===== config.mk =====
export PLATFORM = sky130hd
export DESIGN_NAME = stick_scale_trim_calibrate
export DESIGN_NICKNAME = d
export VERILOG_FILES = /design/src/rtl/sstc_pkg.sv /design/src/rtl/sstc_scale.sv /design/src/rtl/sstc_cal.sv /design/src/rtl/stick_scale_trim_calibrate.sv
export SDC_FILE = /design/constraint.sdc
export NUM_CORES = 2
export LEC_CHECK = 0
export ABC_AREA = 1
export CAP_MARGIN = 20
export CORE_AREA = 3 3 321 259
export CTS_CLUSTER_DIAMETER = 40
export DETAILED_ROUTE_END_ITERATION = 8
export DIE_AREA = 0 0 324 262
export DONT_BUFFER_PORTS = 1
export PLACE_DENSITY = 0.76
export SYNTH_ARGS = -nofsm -noshare
export SYNTH_HDL_FRONTEND = slang
export SYNTH_HIERARCHICAL = 1
export SYNTH_SLANG_ARGS = --single-unit

===== constraint.sdc =====
create_clock -name clk -period 9.7 [get_ports clk]
set_input_delay 0.485 -clock clk [delete_from_list [all_inputs] [get_ports clk]]
set_output_delay 0.485 -clock clk [all_outputs]
set_load 0.005 [all_outputs]

===== src/rtl/sstc_pkg.sv =====
// Shared types and constants for the stick scale, trim and calibrate block.
// Used by sstc_scale, sstc_cal and stick_scale_trim_calibrate; no dependencies.
package sstc_pkg;

	// Converter and channel value ranges
	localparam int unsigned ADC_BITS = 12;
	localparam int unsigned ADC_MAX  = (1 << ADC_BITS) - 1;
	localparam int unsigned VAL_W    = 11;
	localparam int unsigned BIAS_W   = 12;
	localparam int unsigned STEP_W   = 7;
	localparam int unsigned NUM_CH   = 4;

	localparam logic [VAL_W-1:0] VALUE_MIN     = 11'd1000;
	localparam logic [VAL_W-1:0] VALUE_MAX     = 11'd2000;
	localparam logic [VAL_W-1:0] STICK_CENTER  = 11'd1500;
	localparam logic [9:0]       SCALE_GAIN    = 10'd1000;

	// Reset values of the configuration registers
	localparam logic [VAL_W-1:0]  IDLE_LIMIT_RST = 11'd1015;
	localparam logic [STEP_W-1:0] TRIM_STEP_RST  = 7'd10;

	// Default number of samples averaged by a calibration
	localparam int unsigned CAL_SAMPLES_DEF = 60;

	// Channel positions
	localparam logic [1:0] CH_ROLL     = 2'd0;
	localparam logic [1:0] CH_PITCH    = 2'd1;
	localparam logic [1:0] CH_YAW      = 2'd2;
	localparam logic [1:0] CH_THROTTLE = 2'd3;

	typedef logic [ADC_BITS-1:0]      adc_t;
	typedef logic [VAL_W-1:0]         value_t;
	typedef logic signed [BIAS_W-1:0] bias_t;
	typedef logic [STEP_W-1:0]        step_t;

	typedef enum logic [2:0] {
		ACT_SAMPLE     = 3'd0,
		ACT_CAL_START  = 3'd1,
		ACT_ROLL_UP    = 3'd2,
		ACT_ROLL_DOWN  = 3'd3,
		ACT_PITCH_UP   = 3'd4,
		ACT_PITCH_DOWN = 3'd5
	} action_t;

	typedef enum logic {
		REG_IDLE_LIMIT = 1'b0,
		REG_TRIM_STEP  = 1'b1
	} reg_index_t;

	// Status that goes with one result
	typedef struct packed {
		logic calibrating;
		logic done;
		logic at_ref;
	} flags_t;

endpackage


===== src/rtl/sstc_scale.sv =====
// One stick channel: scale a raw converter sample to 1000..2000, remove bias, clamp.
// Depends on sstc_pkg.
module sstc_scale (
	input  sstc_pkg::adc_t   adc,
	input  sstc_pkg::bias_t  bias,
	output sstc_pkg::value_t value
);
	import sstc_pkg::*;

	localparam int unsigned PROD_W = ADC_BITS + 10;

	logic [PROD_W-1:0]   prod;
	logic [9:0]          quo_est;
	logic [ADC_BITS:0]   rem;
	logic [9:0]          quo;
	logic [VAL_W-1:0]    base;
	logic signed [13:0]  diff;

	// Divide adc*1000 by 2^N-1: estimate by shift, one correction step
	always_comb begin
		prod    = PROD_W'(adc) * PROD_W'(SCALE_GAIN);
		quo_est = prod[PROD_W-1:ADC_BITS];
		rem     = {1'b0, prod[ADC_BITS-1:0]} + (ADC_BITS+1)'(quo_est);
		quo     = quo_est + 10'(rem >= (ADC_BITS+1)'(ADC_MAX));
		base    = VALUE_MIN + VAL_W'(quo);
		diff    = $signed({3'b000, base}) - $signed({{2{bias[BIAS_W-1]}}, bias});
	end

	// Clamp to the valid channel range
	always_comb begin
		if (diff < $signed({3'b000, VALUE_MIN})) begin
			value = VALUE_MIN;
		end else if (diff > $signed({3'b000, VALUE_MAX})) begin
			value = VALUE_MAX;
		end else begin
			value = diff[VAL_W-1:0];
		end
	end

endmodule


===== src/rtl/sstc_cal.sv =====
// Bias, trim and calibration state: applies one action per go strobe, and
// turns finished sample sums into new biases in the following cycle. Depends on sstc_pkg.
module sstc_cal #(
	parameter int unsigned CAL_SAMPLES = sstc_pkg::CAL_SAMPLES_DEF
) (
	input  logic                               clk,
	input  logic                               arst_n,
	input  logic                               go,
	input  sstc_pkg::action_t                  action,
	input  sstc_pkg::value_t [3:0]             scaled,
	input  sstc_pkg::value_t                   idle_limit,
	input  sstc_pkg::step_t                    trim_step,
	output sstc_pkg::bias_t  [3:0]             bias,
	output sstc_pkg::value_t [3:0]             result_vals,
	output sstc_pkg::flags_t                   flags,
	output logic                               busy
);
	import sstc_pkg::*;

	localparam int unsigned SUM_W    = $clog2(CAL_SAMPLES * 2000 + 1);
	localparam int unsigned CNT_W    = $clog2(CAL_SAMPLES + 1);
	localparam int unsigned RECIP_SH = SUM_W + CNT_W;
	localparam longint unsigned RECIP_L =
		((64'd1 << RECIP_SH) + 64'(CAL_SAMPLES) - 64'd1) / 64'(CAL_SAMPLES);
	localparam logic [RECIP_SH:0] RECIP = (RECIP_SH+1)'(RECIP_L);
	localparam int unsigned AVG_PROD_W = SUM_W + RECIP_SH + 1;

	bias_t  [3:0]            bias_q, bias_d;
	bias_t  [3:0]            ref_q, ref_d;
	logic   [3:0][SUM_W-1:0] sum_q, sum_d;
	logic   [CNT_W-1:0]      cnt_q, cnt_d, cnt_inc;
	logic                    mode_q, mode_d;
	value_t [3:0]            last_q, last_d;
	logic                    fin_q, fin_d;

	logic   [1:0]            trim_ch;
	logic                    trim_down;
	logic signed [BIAS_W:0]  trim_sum;
	bias_t                   trim_bias;

	logic   [3:0][AVG_PROD_W-1:0] avg_prod;
	value_t [3:0]                 avg;
	bias_t  [3:0]                 fin_bias;

	// Trimmed bias, saturated to the 12-bit range
	always_comb begin
		trim_ch   = (action == ACT_ROLL_UP || action == ACT_ROLL_DOWN) ? CH_ROLL : CH_PITCH;
		trim_down = (action == ACT_ROLL_DOWN || action == ACT_PITCH_DOWN);
		if (trim_down) begin
			trim_sum = $signed({bias_q[trim_ch][BIAS_W-1], bias_q[trim_ch]})
				- $signed({{(BIAS_W+1-STEP_W){1'b0}}, trim_step});
		end else begin
			trim_sum = $signed({bias_q[trim_ch][BIAS_W-1], bias_q[trim_ch]})
				+ $signed({{(BIAS_W+1-STEP_W){1'b0}}, trim_step});
		end
		if (trim_sum[BIAS_W] != trim_sum[BIAS_W-1]) begin
			trim_bias = trim_sum[BIAS_W] ? {1'b1, {(BIAS_W-1){1'b0}}}
				: {1'b0, {(BIAS_W-1){1'b1}}};
		end else begin
			trim_bias = trim_sum[BIAS_W-1:0];
		end
	end

	// Average by reciprocal multiply, then offset to a bias
	always_comb begin
		for (int i = 0; i < NUM_CH; i++) begin
			avg_prod[i] = AVG_PROD_W'(sum_q[i]) * AVG_PROD_W'(RECIP);
			avg[i]      = avg_prod[i][RECIP_SH +: VAL_W];
			if (i == int'(CH_THROTTLE)) begin
				fin_bias[i] = bias_t'({1'b0, avg[i]} - {1'b0, VALUE_MIN});
			end else begin
				fin_bias[i] = bias_t'({1'b0, avg[i]} - {1'b0, STICK_CENTER});
			end
		end
	end

	// Next state for one action, or for the bias update after a finished calibration
	always_comb begin
		bias_d  = bias_q;
		ref_d   = ref_q;
		sum_d   = sum_q;
		cnt_d   = cnt_q;
		mode_d  = mode_q;
		last_d  = last_q;
		fin_d   = 1'b0;
		flags   = '0;
		cnt_inc = cnt_q + 1'b1;
		if (fin_q) begin
			bias_d = fin_bias;
			ref_d  = fin_bias;
		end else if (go) begin
			case (action)
				ACT_SAMPLE: begin
					last_d = scaled;
					if (mode_q && scaled[CH_THROTTLE] < idle_limit) begin
						cnt_d = cnt_inc;
						for (int i = 0; i < NUM_CH; i++) begin
							if (cnt_q == '0) begin
								sum_d[i]  = SUM_W'(scaled[i]);
								bias_d[i] = '0;
							end else begin
								sum_d[i] = sum_q[i] + SUM_W'(scaled[i]);
							end
						end
						if (cnt_inc == CNT_W'(CAL_SAMPLES)) begin
							cnt_d      = '0;
							mode_d     = 1'b0;
							fin_d      = 1'b1;
							flags.done = 1'b1;
						end
					end
				end
				ACT_CAL_START: begin
					mode_d = 1'b1;
				end
				ACT_ROLL_UP, ACT_ROLL_DOWN, ACT_PITCH_UP, ACT_PITCH_DOWN: begin
					bias_d[trim_ch] = trim_bias;
					flags.at_ref    = (trim_bias == ref_q[trim_ch]);
				end
				default: begin
				end
			endcase
		end
		flags.calibrating = mode_d;
	end

	// State registers
	always_ff @(posedge clk or negedge arst_n) begin
		if (!arst_n) begin
			bias_q <= '0;
			ref_q  <= '0;
			sum_q  <= '0;
			cnt_q  <= '0;
			mode_q <= 1'b0;
			last_q <= {NUM_CH{VALUE_MIN}};
			fin_q  <= 1'b0;
		end else begin
			bias_q <= bias_d;
			ref_q  <= ref_d;
			sum_q  <= sum_d;
			cnt_q  <= cnt_d;
			mode_q <= mode_d;
			last_q <= last_d;
			fin_q  <= fin_d;
		end
	end

	assign bias        = bias_q;
	assign result_vals = last_d;
	assign busy        = fin_q;

endmodule


===== src/rtl/stick_scale_trim_calibrate.sv =====
// Stick scale, trim and calibrate. An accepted item passes the input register, one
// combinational pass and the output register, waiting while the result slot is full.
// Throughput: one item per cycle unless m_tready stalls; the cycle after a sample that
// completes calibration takes no item while the four sums are divided into new biases.
// Reset (arst_n low, asynchronous): biases, references and sums zero, values 1000,
// calibration off, idle limit 1015, trim step 10. Depends on sstc_pkg, sstc_scale, sstc_cal.
module stick_scale_trim_calibrate #(
	parameter int unsigned CAL_SAMPLES = sstc_pkg::CAL_SAMPLES_DEF
) (
	input  logic        clk,
	input  logic        arst_n,
	input  logic        s_tvalid,
	output logic        s_tready,
	// adc_roll[11:0], adc_pitch[23:12], adc_yaw[35:24], adc_throttle[47:36]
	input  logic [47:0] s_tdata,
	// action[2:0]
	input  logic [2:0]  s_tuser,
	output logic        m_tvalid,
	input  logic        m_tready,
	// roll_value[10:0], pitch_value[21:11], yaw_value[32:22], throttle_value[43:33],
	// calibrating[44], calibration_done[45], trim_at_reference[46], zero[47]
	output logic [47:0] m_tdata,
	input  logic        cfg_valid,
	output logic        cfg_ready,
	input  logic        cfg_index,
	input  logic [10:0] cfg_data
);
	import sstc_pkg::*;

	logic            valid_s1;
	action_t         action_s1;
	adc_t   [3:0]    adc_s1;
	logic            go;
	logic            busy;
	logic            out_free;
	logic            m_tvalid_q;
	logic   [47:0]   m_tdata_q;
	value_t          idle_limit_q;
	step_t           trim_step_q;
	bias_t  [3:0]    bias;
	value_t [3:0]    scaled;
	value_t [3:0]    result_vals;
	flags_t          flags;

	// Advance an item when the result slot is free and no bias update is pending
	assign out_free = !m_tvalid_q || m_tready;
	assign go       = valid_s1 && out_free && !busy;
	assign s_tready = !valid_s1 || go;
	assign cfg_ready = 1'b1;

	// Input register control
	always_ff @(posedge clk or negedge arst_n) begin
		if (!arst_n) begin
			valid_s1 <= 1'b0;
		end else if (s_tvalid && s_tready) begin
			valid_s1 <= 1'b1;
		end else if (go) begin
			valid_s1 <= 1'b0;
		end
	end

	// Input register payload
	always_ff @(posedge clk) begin
		if (s_tvalid && s_tready) begin
			action_s1 <= action_t'(s_tuser);
			for (int i = 0; i < NUM_CH; i++) begin
				adc_s1[i] <= s_tdata[i*ADC_BITS +: ADC_BITS];
			end
		end
	end

	// Configuration registers
	always_ff @(posedge clk or negedge arst_n) begin
		if (!arst_n) begin
			idle_limit_q <= IDLE_LIMIT_RST;
			trim_step_q  <= TRIM_STEP_RST;
		end else if (cfg_valid && cfg_ready) begin
			case (cfg_index)
				REG_IDLE_LIMIT: idle_limit_q <= cfg_data;
				REG_TRIM_STEP:  trim_step_q  <= cfg_data[STEP_W-1:0];
				default: begin
				end
			endcase
		end
	end

	// Four channel scalers
	for (genvar g = 0; g < NUM_CH; g++) begin : g_ch
		sstc_scale u_scale (
			.adc   (adc_s1[g]),
			.bias  (bias[g]),
			.value (scaled[g])
		);
	end

	sstc_cal #(
		.CAL_SAMPLES (CAL_SAMPLES)
	) u_cal (
		.clk         (clk),
		.arst_n      (arst_n),
		.go          (go),
		.action      (action_s1),
		.scaled      (scaled),
		.idle_limit  (idle_limit_q),
		.trim_step   (trim_step_q),
		.bias        (bias),
		.result_vals (result_vals),
		.flags       (flags),
		.busy        (busy)
	);

	// Output register control
	always_ff @(posedge clk or negedge arst_n) begin
		if (!arst_n) begin
			m_tvalid_q <= 1'b0;
		end else if (go) begin
			m_tvalid_q <= 1'b1;
		end else if (m_tready) begin
			m_tvalid_q <= 1'b0;
		end
	end

	// Output register payload
	always_ff @(posedge clk) begin
		if (go) begin
			m_tdata_q <= {1'b0, flags.at_ref, flags.done, flags.calibrating,
				result_vals[CH_THROTTLE], result_vals[CH_YAW],
				result_vals[CH_PITCH], result_vals[CH_ROLL]};
		end
	end

	assign m_tvalid = m_tvalid_q;
	assign m_tdata  = m_tdata_q;

endmodule

== Yosys cells after proc, flatten, opt, wreduce, memory -nomap -nowiden ==
Index checks and enable logic that the tools add are counted.
Cells by class
  add/sub/neg operators: 27
  multiply operators: 8
  magnitude comparators: 15
  eq/ne operators: 10
  muxes and demuxes: 46
  bitwise operators: 3
  reduce and logical (&&, ||, !) cells: 24
Operator list (count)
  $mux W48: 3
  $mul A17 B18 Y34 const B: 4
  $mux W44: 3
  $pmux W48 S2: 1
  $mux W11: 8
  $mul A12 B7 Y19 const B: 4
  $mux W12: 6
  $add A17 B11 Y17: 4
  $mux W17: 4
  $gt A14 B12 Y1 const B: 4
  $lt A14 B11 Y1 const B: 4
  $add A12 B10 Y13: 4
  $ge A13 B12 Y1 const B: 4
  $sub A12 B12 Y13: 4
  $bmux W12 S2: 2
  $bwmux W48: 1
  $add A10 B10 Y11 const A: 4
  $add A10 B1 Y10: 4
  $sub A11 B11 Y12 const B: 3
  $demux W12 S2: 1
  $mux W1: 14
  $add A12 B8 Y13: 1
  $mux W13: 1
  $sub A12 B8 Y13: 1
  26 further kinds: 44
Word-level totals
  register bits: 334
  input port bits: 68
  output and inout bits: 51
  word-level logic and storage cells: 164

== Logic depth before layout (Yosys ltp) ==
  depth in word-level cells: 15
  mapped depth: 72
  mapped depth without buffers: 72

== Hierarchy ==
Netlist, hierarchy kept.
Modules (own cells, without submodules)
  sstc_cal: instances 1, cells an instance 3731, area each 27126.0 um^2, sequential area each 4834.6 um^2
  sstc_scale (g_ch[0].u_scale ...): instances 3, cells an instance 596, area each 3841.2 um^2, sequential area each 0.0 um^2
  sstc_scale (g_ch[3].u_scale): instances 1, cells an instance 604, area each 3905.0 um^2, sequential area each 0.0 um^2
  stick_scale_trim_calibrate: instances 1, cells an instance 187, area each 3819.9 um^2, sequential area each 3457.1 um^2

== Worst setup path before layout ==
Ideal clock, no wire load.
  path kind: reg2reg
  start: register adc_s1[42] in the netlist's numbering
  end: register m_tdata_q[44] (netlist: m_tdata[44]), data pin
  library setup time: 251 ps
  data arrival time: 9558 ps
  required time: 9449 ps
  setup slack: -110 ps
  cell stages (with the launch flop): 69
  buffers on the path: 3
  period minus slack after synthesis: 9810 ps
  cell sequence: edfxtp_1 -> inv_1 -> fa_1 -> fa_1 -> inv_1 -> fa_1 -> inv_1 -> fa_1 -> inv_1 -> ha_1 -> nand2_1 -> inv_1 -> nand2_1 -> nand2_1 -> o21bai_2 -> nand2_1 -> nand2_2 -> ha_1 -> (+33 left out) -> nand2_1 -> nand2_2 -> inv_2 -> nand2_2 -> inv_2 -> nand2_1 -> ha_1 -> a21oi_1 -> o21ai_0 -> nand2_1 -> nand4_1 -> nor2_8 -> inv_2 -> buf_6 -> buf_2 -> o21ai_0 -> nand2_1 -> buf_4
RTL lines
  start: declaration: line stick_scale_trim_calibrate.sv:32  | adc_t [3:0] adc_s1;
  start signal: indexed assignment: line stick_scale_trim_calibrate.sv:67  | adc_s1[i] <= s_tdata[i*ADC_BITS +: ADC_BITS];
  end signal: assignment: line stick_scale_trim_calibrate.sv:126  | m_tdata_q <= {1'b0, flags.at_ref, flags.done, flags.calibrating,
  end: declaration: line stick_scale_trim_calibrate.sv:37  | logic [47:0] m_tdata_q;

==> results.tsv <==
metric	value	unit
Syn. warnings	6	
hold crit path type	input port to register	
die width	324	um
DPL Wire Length	105000	um
fin util	72.1	%
TritonRoute pass-1 iters	7	
number of library cell types mapped by synthesis	69	
initial antenna violation count	1	
synth top area cells	ha_1 (21%), fa_1 (13%), nand2_1 (13%)	
RSZ-0062 raised after global routing	true	
Post-synth EDFFs	98	
routed len/inst	17.6	um
Via density	5.53	
largest net degree at the start of global routing	213	
total grt overflow	0	
H-tree depth	2	
share of the synthesized area in the top cell type	21.1	%
CORE AREA	80300	um2
syn nets	7470	
placed insts	7806	
GRT Total Usage	31.7	%
CP Launch Type	register	
endpoints failing setup	126	
DRC viols	0	
flop and latch count out of synthesis	310	
synthesized area	46400	um2
Starting Density	57.8	%
Area Overhead vs Synth	24.9	%
clock net sink count	310	
peak per-stage delay on the critical path	0.53	ns
register clock-pin slew on the reported worst setup and hold paths	0.06	ns
Req. time, crit path	10.23	ns
DR vias	44900	
Root Driver	clkbuf_16	
clock buffer count from CTS	52	
Final ANT Viol Nets	0	
worst slew pin tran	1.43	ns
clock skew	0.0370	ns
CTS tree	yes	
Worst-Skew Late Latency	0.64	ns
post-layout min period	10.33	ns
Mapped Cells	6310	
Fin. Hold Viols	0	
Max Clock Freq	96.8	MHz
Critical Path End Type	register	
die span in y	262	um
status	complete, but fails checks	
FILL cells	5991	
Worst Hold Endpoint	valid_s1	
maximum root-to-sink buffer count	3	
reg-to-reg startpoint	adc_s1[38]	
routability cong.	0.972	
synthesized area per cell	7.35	um2
final worst path period share	106	%
Rows	93	
Nets	8198	
vias in the first global route	42800	
Worst Setup Path Type	register to register	
RR Endpoint	u_cal/sum_q[67]	
Setup WS post-layout	-0.626	ns
sequential share of the synthesized area	17.9	%
final WL	143000	um
Slowest cell on crit path	fa_1	
Initial DRC Count	4245	
largest area contributor in the netlist	ha_1	
Top FF cell, synth	dfrtp_1	
Antenna Cells	0	
most used cell, CP	nand2_1	
ratio of cells with drive above 1 in the final layout	21.2	%
CP Max Fanout	5	
Worst Hold Launch	s_tvalid	
Worst R2R Path Depth	68	
first-pass GRT wire length	217000	um
final max-slew violation count	0	
I/O Pins	119	
Post-synth ARST share	68.4	%
failing checks	negative setup slack	
Slew Limit Headroom	4.82	%
Critical Path AT	10.85	ns
filler-free cell count of the finished design	8127	
I/O Buffers	0	
hold path cells	2	
die area	84900	um2
Max-Cap Viols	0	
Reg2Reg Setup Slack	-0.63	ns
-- synth_stat cells (16+ instances only) --
cell type	number
a31oi_1	27
o21ai_0	242
nand3_2	16
xnor2_1	35
nor2_1	409
nor2_2	30
clkbuf_1	32
a21o_1	16
o21ai_1	23
nand2_1	1586
dfrtp_1	177
inv_1	1274
nor3_1	44
dfstp_2	35
ha_1	783
nand4_1	56
or2_2	22
nand2_2	56
o21bai_1	17
a21oi_1	299
fa_1	309
edfxtp_1	98
nand3_1	354
o211ai_1	33
xor2_1	99
inv_2	49
-- worst max-delay path: cells and delay by family (launching register included) --
kind | cells | cell delay, ns
buffers and inverters | 11 | 1.08
DFF | 1 | 0.40
adders and majority gates | 12 | 4.02
AOI/OAI and AO/OA | 6 | 0.71
and+or+nand+nor | 36 | 3.44
xor gates and xnor gates | 3 | 0.52
-- repair_timing --
item	4_1_cts	5_1_grt
hold buffers	57	0
resized for setup	289	410
setup endpoints to repair	126	134
hold endpoints to repair	265	0
cloned	2	14
setup buffers	106	47
pin swaps	187	192
-- cell type report --
cell class | instances | area, um2 | area share (%)
timing repair inverter | 1 | 11.3 | 0.0194
timing repair buffer | 735 | 6120 | 10.6
inverter | 1326 | 5010 | 8.65
multi-input combinational | 4612 | 35400 | 61.1
tap | 1045 | 1310 | 2.26
sequential | 310 | 8290 | 14.3
clock inverter | 37 | 383 | 0.661
clock buffer | 61 | 1410 | 2.43
-- registers in the layout (all words and copies together), names as in the netlist --
register / count
valid_s1: 1
u_cal/ref_q: 24
m_tdata: 47
trim_step_q: 7
u_cal/mode_q: 1
adc_s1: 48
u_cal/sum_q: 68
idle_limit_q: 11
u_cal/bias: 48
u_cal/cnt_q: 6
u_cal/last_q: 44
m_tvalid: 1
action_s1: 3
u_cal/busy: 1
-- per-layer routing --
metal  share of wire [%]  GRT usage (%)  up-vias
li1                    -              -    21500
met3                 9.3           6.76      402
met1                  42           43.6    21100
met4                 3.7           8.62        0
met2                  45           50.7     1973
met5                   0              0        -
-- worst max-delay path by stage --
stage | from | endpoint | slack, ns | cells after the start
CTS | adc_s1[13] | u_cal/sum_q[33] | -0.11 | 61
finish | adc_s1[38] | u_cal/sum_q[67] | -0.63 | 68
global placement | adc_s1[12] | u_cal/sum_q[32] | -0.33 | 58
detailed placement | adc_s1[12] | u_cal/sum_q[32] | -0.46 | 60
global route | adc_s1[38] | u_cal/cnt_q[2] | -1.13 | 67
floorplan | adc_s1[24] | u_cal/sum_q[50] | 0.008 | 70
-- layout by cell type, fill, tap and decap left out, drive strengths merged, types with 56 or more instances in the layout --
master	count
nor2	451
dlygate4sd3	56
o21ai	279
buf	671
xor2	107
nand4	56
dfrtp	177
a21oi	306
edfxtp	98
clkbuf	69
inv	1334
fa	309
nand3	371
nand2	1651
ha	783
-- logic make-up after synthesis --
group / Yosys count / share of synthesized area (%)
simple gates: 2644 / 24.4
buf+inv: 1388 / 11.4
fa+ha+maj: 1092 / 34.5
compound gates: 728 / 8.81
flops: 310 / 17.9
xor+xnor: 146 / 2.98
other cells: 2 / 0.0162
-- through the flow --
stage               hold WS (ns)  area (um2)  setup TNS, ns  setup slack (ns)
floorplan                  0.189       46400              0           0.00814
global placement           0.199       51300         -13.19            -0.333
detailed placement         0.201       51300         -40.19            -0.457
CTS                      0.00793       55700         -0.504            -0.111
global route              0.0264       57900        -124.08             -1.13
finish                    0.0302       57900         -59.13            -0.626
Power is not shown: default switching activity piles up to over one toggle a cycle in this logic, so the estimate is an artifact.
